**config.mk**
```make
export PLATFORM = sky130hd
export DESIGN_NAME = tvp_cordic
export DESIGN_NICKNAME = d
export VERILOG_FILES = /design/src/design/turtle_vector_plotter_assert.svh /design/src/design/tvp_pkg.sv /design/src/design/tvp_cordic.sv
export SDC_FILE = /design/constraint.sdc
export NUM_CORES = 2
export LEC_CHECK = 0
export ABC_AREA = 1
export BUFFER_PORTS_ARGS = -buffer_cell sky130_fd_sc_hd__buf_2
export CORE_AREA = 2 2 277 279
export CTS_CLUSTER_SIZE = 20
export DETAILED_ROUTE_END_ITERATION = 7
export DIE_AREA = 0 0 279 281
export PLACE_DENSITY = 0.9
export SLEW_MARGIN = 20
export SYNTH_ARGS = -nofsm -noshare
export SYNTH_HDL_FRONTEND = slang
export SYNTH_SLANG_ARGS = --single-unit
```
**constraint.sdc**
```tcl
create_clock -name clock -period 9.5 [get_ports clock]
set_input_delay 0.95 -clock clock [delete_from_list [all_inputs] [get_ports clock]]
set_output_delay 0.95 -clock clock [all_outputs]
set_load 0.05 [all_outputs]
```
**src/design/turtle_vector_plotter_assert.svh**
```systemverilog
// Assertion macros for the turtle vector plotter.
// Included by the top level; no other dependencies.
`ifndef TURTLE_VECTOR_PLOTTER_ASSERT_SVH
`define TURTLE_VECTOR_PLOTTER_ASSERT_SVH
`ifndef SYNTH
`define TVP_ASSERT_IMPLY(label, clk, rst, ante, cons, msg) \
   label: assert property (@(posedge clk) disable iff (rst) (ante) |-> (cons)) \
      else $error(msg);
`define TVP_ASSERT_NEXT(label, clk, rst, ante, cons, msg) \
   label: assert property (@(posedge clk) disable iff (rst) (ante) |=> (cons)) \
      else $error(msg);
`define TVP_ASSERT_NEVER(label, clk, rst, cond, msg) \
   label: assert property (@(posedge clk) disable iff (rst) !(cond)) \
      else $error(msg);
`else
`define TVP_ASSERT_IMPLY(label, clk, rst, ante, cons, msg)
`define TVP_ASSERT_NEXT(label, clk, rst, ante, cons, msg)
`define TVP_ASSERT_NEVER(label, clk, rst, cond, msg)
`endif
`endif

```
**src/design/tvp_pkg.sv**
```systemverilog
// Shared types, constants and the arctangent table of the turtle vector plotter.
// No dependencies; imported by every module of the block.
`default_nettype none

package tvp_pkg;

   localparam int DataW       = 32;
   localparam int ReqUserW    = 3;
   localparam int RspDataW    = 168;
   localparam int AddrW       = 4;

   localparam int CordicSteps = 24;
   localparam int StepW       = 5;
   localparam int GuardBits   = 8;
   localparam int PreShift    = 30 - GuardBits;
   localparam int XW          = 42;
   localparam int ZW          = 34;
   localparam int DeltaW      = 34;
   localparam int ProdW       = 64;
   localparam int AtanW       = 30;

   // turn scaling: delta = (deg * 2^16 + 180) / 360 = (deg * 2^13 + 22) / 45
   localparam int MagHiW      = 16;
   localparam int HiStepW     = 24;
   localparam int HiProdW     = MagHiW + HiStepW;
   localparam int TurnHiShift = 5;
   localparam int TurnLoShift = 13;
   localparam int TurnRemW    = 30;
   localparam int RecipW      = 31;
   localparam int RecipProdW  = TurnRemW + RecipW;
   localparam int RecipShift  = 36;

   localparam logic signed [DataW-1:0]  InvGain     = 32'sd652032874;
   localparam logic signed [ProdW-1:0]  PreRound    = 64'sd2097152;
   localparam logic signed [XW-1:0]     GuardRound  = 42'sd128;
   localparam logic signed [ZW-1:0]     QuarterTurn = 34'sh0_4000_0000;
   localparam logic signed [ZW-1:0]     HalfTurn    = 34'sh0_8000_0000;
   localparam logic [DataW-1:0]         HalfTurnBa  = 32'h8000_0000;
   // 2^29 = 45 * TurnHiStep + 2^TurnHiShift
   localparam logic [HiStepW-1:0]       TurnHiStep  = 24'd11930464;
   // ceil(2^36 / 45), exact for dividends below 2^30
   localparam logic [RecipW-1:0]        TurnRecip   = 31'd1527099484;
   localparam logic [TurnRemW-1:0]      TurnBias    = 30'd22;
   localparam logic signed [DeltaW:0]   SatMax      = 35'sd2147483647;
   localparam logic signed [DeltaW:0]   SatMin      = -35'sd2147483648;

   typedef enum logic [2:0] {
      OP_FORWARD  = 3'd0,
      OP_BACKWARD = 3'd1,
      OP_LEFT     = 3'd2,
      OP_RIGHT    = 3'd3,
      OP_PEN_UP   = 3'd4,
      OP_PEN_DOWN = 3'd5,
      OP_HOME     = 3'd6
   } opcode_type;

   typedef enum logic [1:0] {
      CSR_HOME_X       = 2'd0,
      CSR_HOME_Y       = 2'd1,
      CSR_HOME_HEADING = 2'd2
   } csr_index_type;

   typedef enum logic [1:0] {
      ST_IDLE,
      ST_MOVE,
      ST_TURN,
      ST_DONE
   } state_type;

   typedef enum logic [2:0] {
      CP_IDLE,
      CP_MUL,
      CP_PRE,
      CP_ROT,
      CP_RND
   } cordic_state_type;

   typedef enum logic [1:0] {
      DV_IDLE,
      DV_SPLIT,
      DV_MUL,
      DV_FIX
   } div_state_type;

   typedef struct packed {
      logic busy;
      logic done;
   } unit_stat_type;

   // atan(2^-i) as a binary angle, full turn 2^32
   function automatic logic [AtanW-1:0] atan_lookup(input logic [StepW-1:0] idx);
      logic [AtanW-1:0] val;
      case (idx)
         5'd0:    val = 30'd536870912;
         5'd1:    val = 30'd316933406;
         5'd2:    val = 30'd167458907;
         5'd3:    val = 30'd85004756;
         5'd4:    val = 30'd42667331;
         5'd5:    val = 30'd21354465;
         5'd6:    val = 30'd10679838;
         5'd7:    val = 30'd5340245;
         5'd8:    val = 30'd2670163;
         5'd9:    val = 30'd1335087;
         5'd10:   val = 30'd667544;
         5'd11:   val = 30'd333772;
         5'd12:   val = 30'd166886;
         5'd13:   val = 30'd83443;
         5'd14:   val = 30'd41722;
         5'd15:   val = 30'd20861;
         5'd16:   val = 30'd10430;
         5'd17:   val = 30'd5215;
         5'd18:   val = 30'd2608;
         5'd19:   val = 30'd1304;
         5'd20:   val = 30'd652;
         5'd21:   val = 30'd326;
         5'd22:   val = 30'd163;
         5'd23:   val = 30'd81;
         default: val = '0;
      endcase
      return val;
   endfunction

endpackage

`default_nettype wire

```
**src/design/tvp_cordic.sv**
```systemverilog
// Iterative CORDIC rotator: folds the angle, prescales by 1/K, rotates in 24 steps.
// Depends on tvp_pkg.
`default_nettype none

module tvp_cordic import tvp_pkg::*; (
   input  logic                     clock,
   input  logic                     reset,
   input  logic                     start,
   input  logic signed [DataW-1:0]  dist_in,
   input  logic [DataW-1:0]         angle_in,
   output unit_stat_type            stat,
   output logic signed [DeltaW-1:0] dx_out,
   output logic signed [DeltaW-1:0] dy_out
);

   cordic_state_type          state_ff, state_in;
   logic [StepW-1:0]          step_ff;
   logic                      done_ff;
   logic signed [DataW:0]     dist_ff;
   logic signed [ProdW-1:0]   prod_ff;
   logic signed [XW-1:0]      x_ff, y_ff;
   logic signed [ZW-1:0]      z_ff;
   logic signed [DeltaW-1:0]  dx_ff, dy_ff;

   logic signed [ZW-1:0]      z_raw, z_fold, atan_ext, z_step;
   logic                      fold_hi, fold_lo;
   logic signed [DataW:0]     dist_ext, dist_fold;
   logic signed [ProdW-1:0]   pre_sum;
   logic signed [XW-1:0]      xs, ys, x_step, y_step, x_rnd, y_rnd;

   // fold the angle into plus or minus a quarter turn, flip the distance to match
   always_comb begin
      z_raw     = {{(ZW-DataW){angle_in[DataW-1]}}, angle_in};
      fold_hi   = z_raw > QuarterTurn;
      fold_lo   = z_raw < -QuarterTurn;
      dist_ext  = {dist_in[DataW-1], dist_in};
      dist_fold = (fold_hi || fold_lo) ? -dist_ext : dist_ext;
      if (fold_hi) begin
         z_fold = z_raw - HalfTurn;
      end else if (fold_lo) begin
         z_fold = z_raw + HalfTurn;
      end else begin
         z_fold = z_raw;
      end
   end

   always_comb begin
      pre_sum  = prod_ff + PreRound;
      xs       = x_ff >>> step_ff;
      ys       = y_ff >>> step_ff;
      atan_ext = {{(ZW-AtanW){1'b0}}, atan_lookup(step_ff)};
      if (!z_ff[ZW-1]) begin
         x_step = x_ff - ys;
         y_step = y_ff + xs;
         z_step = z_ff - atan_ext;
      end else begin
         x_step = x_ff + ys;
         y_step = y_ff - xs;
         z_step = z_ff + atan_ext;
      end
      x_rnd = x_ff + GuardRound;
      y_rnd = y_ff + GuardRound;
   end

   always_comb begin
      state_in = state_ff;
      case (state_ff)
         CP_IDLE: begin
            if (start) state_in = CP_MUL;
         end
         CP_MUL:  state_in = CP_PRE;
         CP_PRE:  state_in = CP_ROT;
         CP_ROT: begin
            if (step_ff == StepW'(CordicSteps - 1)) state_in = CP_RND;
         end
         CP_RND:  state_in = CP_IDLE;
         default: state_in = CP_IDLE;
      endcase
   end

   always_ff @(posedge clock) begin
      if (reset) begin
         state_ff <= CP_IDLE;
         done_ff  <= 1'b0;
      end else begin
         state_ff <= state_in;
         done_ff  <= (state_ff == CP_RND);
      end
   end

   always_ff @(posedge clock) begin
      case (state_ff)
         CP_IDLE: begin
            if (start) begin
               dist_ff <= dist_fold;
               z_ff    <= z_fold;
            end
         end
         CP_MUL: prod_ff <= dist_ff * InvGain;
         CP_PRE: begin
            x_ff    <= pre_sum[PreShift +: XW];
            y_ff    <= '0;
            step_ff <= '0;
         end
         CP_ROT: begin
            x_ff    <= x_step;
            y_ff    <= y_step;
            z_ff    <= z_step;
            step_ff <= step_ff + StepW'(1);
         end
         CP_RND: begin
            dx_ff <= x_rnd[GuardBits +: DeltaW];
            dy_ff <= y_rnd[GuardBits +: DeltaW];
         end
         default: ;
      endcase
   end

   assign stat.busy = (state_ff != CP_IDLE);
   assign stat.done = done_ff;
   assign dx_out    = dx_ff;
   assign dy_out    = dy_ff;

endmodule

`default_nettype wire

```
======== Word-level counts from Yosys, hierarchy flattened ========
Memories as Yosys holds them, arrays and structs flattened. A register that Yosys moved wholly into a read port is not among the register bits.
Cells that the tools add are included.
word-level totals
  flip-flop bits (word level) ............. 291
  bits of input ports ..................... 67
  word-level logic and storage cells ...... 59
  ROM bits ................................ 960
  memories kept ........................... 1
cells by class
  muxes and demuxes ....................... 15
  $mul .................................... 1
  shift-type cells ........................ 2
  equal/unequal tests ..................... 7
  order comparisons ....................... 2
  add/subtract/negate cells ............... 13
  reductions and logical operators ........ 8
memory list
  name             depth  bits a word  read ports  clocked after Yosys merged registers in  wr ports  line           RTL
  (no name shown)  32     30           1           1                                        0         tvp_pkg.sv:93  case (idx)
operators with widths
  kind                                                                    number
  42-bit one-hot mux with 2 select lines                                  2
  34-bit two-way mux                                                      4
  42-bit adder                                                            2
  42-bit by 9-bit adder with 42-bit output, second input constant         2
  42-bit two-way mux                                                      2
  42-bit by 5-bit >>> shifter with 42-bit output                          2
  42-bit subtractor                                                       2
  34-bit one-hot mux with 2 select lines                                  1
  64-bit by 23-bit adder with 64-bit output, second input constant        1
  33-bit by 30-bit multiplier with 63-bit output, second input constant   1
  32-bit by 33-bit adder with 34-bit output, second input constant        1
  34-bit by 31-bit adder with 34-bit output                               1
  32-bit by 33-bit subtractor with 34-bit output, second input constant   1
  34-bit by 31-bit subtractor with 34-bit output                          1
  33-bit two-way mux                                                      1
  32-bit negation with 33-bit output                                      1
  32-bit > comparator, second input constant                              1
  32-bit by 31-bit < comparator with 1-bit output, second input constant  1
  3-bit one-hot mux with 4 select lines                                   1
  5-bit one-hot mux with 2 select lines                                   1
  3-bit by 2-bit == test with 1-bit output, second input constant         2
  3-bit two-way mux                                                       2
  2-bit AND reduction                                                     3
  5-bit by 1-bit adder with 5-bit output, second input constant           1
  other kinds (9)                                                         11

======== Depth between registers and ports, before layout ========
  depth in word-level cells ............... 5
  depth in mapped cells ................... 40

======== Worst setup path before layout ========
No wires, ideal clock.
  kind .................................... register to register
  start ................................... reg dist_ff[32]
  end ..................................... reg prod_ff[63], data pin
  arrival time ............................ 6866 ps
  stages on the path, launching flop included .. 24
  setup slack ............................. 2376 ps
  data required time ...................... 9242 ps
  buffers on the path ..................... 0
  setup time .............................. 258 ps
  cell sequence ........................... edfxtp_1 ha_1 inv_1 fa_1 inv_1 fa_1 inv_1 fa_1 inv_1 fa_1 inv_1 fa_1 fa_1 inv_1 fa_1 inv_1 ha_1 a21oi_1 o21a_1 o21ai_0 a32oi_1 nand3_1 o21ai_0 nand2_1
between the ends
  cells in the longest elaborated chain, start to end .. 1
ends and longest elaborated chain
  what                                            line              RTL
  start, declared                                 tvp_cordic.sv:19  logic signed [DataW:0] dist_ff;
  start signal, assigned                          tvp_cordic.sv:95  dist_ff <= dist_fold;
  33-bit by 30-bit multiplier with 63-bit output  tvp_cordic.sv:99  CP_MUL: prod_ff <= dist_ff * InvGain;
  end signal, assigned                            tvp_cordic.sv:99
  end, declared                                   tvp_cordic.sv:20  logic signed [ProdW-1:0] prod_ff;
Every way passes these cells.
A chain may end at the register's enable or synchronous reset.

======== Final worst setup path ========
  start ................................... reg dist_ff[25]
  end ..................................... reg prod_ff[60], data pin
Same word-level chain as after synthesis.

==> flow_summary.json <==
{
  "status": "complete, but fails checks",
  "violations": "design-rule violations",
  "min_period_over_period": 0.778,
  "wl_um": 175000,
  "ant_nets": 0,
  "synth_edf_count": 267,
  "yosysSeqAreaShare": 0.179,
  "multi_input_area_mm2": 0.0350,
  "insertion_delay_ns": 0.59,
  "drc": 37,
  "startpoint_type": "register",
  "ios": 137,
  "hpwlAfterDp_um": 145000,
  "worst_slew_pin_slew_ns": 1.03,
  "antenna_found_initial": 2,
  "setup_viol": 0,
  "synth-main-ff-cell": "edfxtp_1",
  "fmax_ghz": 0.135,
  "die_y_um": 281,
  "cp.required_ns": 9.82,
  "async_flop_share": 0,
  "grt-ovfl-total": 0,
  "crit_slowest_cell": "fa_1",
  "cts.path.max_buffers": 3,
  "finalHoldViolCount": 0,
  "num-fill-cells": 6347,
  "viasPerCell": 6.19,
  "cpLargestDelayFamily": "adder cells",
  "slew_headroom": 0.316,
  "wl_per_cell_um": 23.4,
  "maxSlewViolCount": 0,
  "criticalPathCategory": "reg2reg",
  "cts_tree": "built",
  "end_kind": "register",
  "portBuffers": 136,
  "ys_ff_latch": 301,
  "num-nets-final": 7481,
  "clockRootBuffer": "clkbuf_16",
  "timing.rr.start": "dist_ff[25]",
  "seq_area_mm2": 0.00870,
  "synthDistinctLibCells": 66,
  "period_needed_ns": 7.39,
  "drv_cap": 0,
  "syn_avg_cell_area_um2": 7.57,
  "critPathMaxStageDelay_ns": 0.56,
  "netlist_instances": 6413,
  "fin_area_mm2": 0.0515,
  "syn-cell-area_mm2": 0.0486,
  "cts_buffers": 40,
  "area_delta_synth_final_pct": 5.93,
  "hold_path.startpoint": "state_ff[0]",
  "path_buf_inv": 6,
  "yosys_warnings": 0,
  "core_mm2": 0.0754,
  "cts_sinks": 301,
  "hold_class": "reg2reg",
  "drive_gt1_frac": 0.0592,
  "start_util": 0.644,
  "syn_nets": 7420,
  "row_count": 101,
  "grt_pass1_wl_um": 262000,
  "groute.usage.overall": 0.441,
  "vias": 46300,
  "fin_setup_tns_ns": 0,
  "drtIter0Drc": 5532,
  "dpl_cell_area_mm2": 0.0500,
  "critPathMaxFanout": 6,
  "path_clk_slew_ns": 0.06,
  "grt_pass1_vias": 45300,
  "die_x_um": 279,
  "first_pass_iters": 8,
  "postCtsHoldBufs": 0,
  "grt_start_max_net_pins": 98,
  "fin_skew_ns": 0.0501,
  "setup.worst_path.start": "dist_ff[25]",
  "die_area_mm2": 0.0784,
  "grt_setup_unrepaired": "false",
  "cts-htree-levels": 2,
  "place.gp.congestion": 1.10,
  "arrival_ns": 7.71,
  "path_common_cell": "fa_1",
  "ctsResizeCount": 0,
  "cts_setup_buffers": 0
}
==> per-stage QoR <==
stage / hold WS, ns / setup WS (ns) / utilization / cells
5_1_grt: 0.544 / 1.65 / 0.682 / 7483
3_3_place_gp: 0.485 / 2.22 / 0.663 / 7410
6_report: 0.514 / 2.11 / 0.682 / 7484
4_1_cts: 0.512 / 2.08 / 0.682 / 7483
3_5_place_dp: 0.502 / 2.10 / 0.663 / 7410
2_1_floorplan: 0.441 / 2.38 / - / 6413
==> Yosys cell counts (all sizes together), types with 2 or more instances <==
cell / n / area share
a21boi: 10 / 0.0015
dfxtp: 34 / 0.014
clkinv: 3 / 0.00023
o21bai: 38 / 0.0059
ha: 508 / 0.13
nor3: 89 / 0.0093
nand2: 1291 / 0.10
nand3: 594 / 0.064
inv: 1116 / 0.086
a31oi: 46 / 0.0059
nor2: 499 / 0.041
a22o: 4 / 0.00072
fa: 432 / 0.18
nand3b: 7 / 0.0011
xnor2: 96 / 0.017
xor2: 298 / 0.054
nor4: 48 / 0.0066
or2: 23 / 0.0030
o22ai: 11 / 0.0014
o21a: 32 / 0.0049
o2111ai: 3 / 0.00054
o221a: 2 / 0.00046
o211ai: 21 / 0.0032
o31ai: 8 / 0.0012
o21ai: 308 / 0.032
o221ai: 9 / 0.0016
a21o: 21 / 0.0032
buf: 85 / 0.010
a21oi: 361 / 0.037
clkbuf: 60 / 0.0046
and2: 3 / 0.00039
edfxtp: 267 / 0.17
a221oi: 4 / 0.00072
nand4: 59 / 0.0076
a211oi: 3 / 0.00046
nor3b: 8 / 0.0012
==> per-layer routing <==
layer | up-vias | global-route usage | wire length [µm]
met3 | 688 | 0.101 | 17900
met5 | - | 0 | 23
li1 | 21000 | - | -
met2 | 2876 | 0.723 | 79700
met1 | 21700 | 0.528 | 64300
met4 | 4 | 0.269 | 13100
==> kinds of logic after synthesis <==
group	share of synthesized area
AOI/OAI and AO/OA	0.103
xor gates and xnor gates	0.0710
adders and majority gates	0.309
buffers and inverters	0.101
DFF	0.179
and+or+nand+nor	0.236
==> cells in the final DEF, fill, tap and decap left out, drive strengths merged, types with 59 or more instances in the layout <==
master | netlist | layout
a21oi | 361 | 361
buf | 85 | 164
edfxtp | 267 | 267
fa | 432 | 432
ha | 508 | 508
inv | 1116 | 1120
nand2 | 1291 | 1291
nand3 | 594 | 594
nand4 | 59 | 59
nor2 | 499 | 499
nor3 | 89 | 89
o21ai | 308 | 308
xnor2 | 96 | 96
xor2 | 298 | 298
==> path summary, 6_finish.rpt <==
path	slack (ns)	end	cells after the start
worst max-delay path	2.11	prod_ff[60]	25
worst min register to register	0.51	done_ff	1
worst max register to register	2.11	prod_ff[60]	25
worst min-delay path	0.51	done_ff	1
==> final cells by class <==
cell class              instances  share of cell area
diodes                          1           0.0000486
clock buffers                  53              0.0230
clock inverters                20             0.00494
inverters                    1119              0.0817
multi-input cells            4848               0.680
flip-flops and latches        301               0.169
well taps                     978              0.0238
repair buffers                164              0.0176
==> flip-flops by register name, indices dropped and copies added (netlist names) <==
register	flops
prod_ff	43
x_ff	42
y_ff	42
dx_out	34
dy_out	34
z_ff	34
dist_ff	33
atan_ext	30
step_ff	5
state_ff	3
done_ff	1
Power is left out: the tool's default activity adds up to more than one toggle a clock period on the data nets, which glitch-free logic cannot reach.
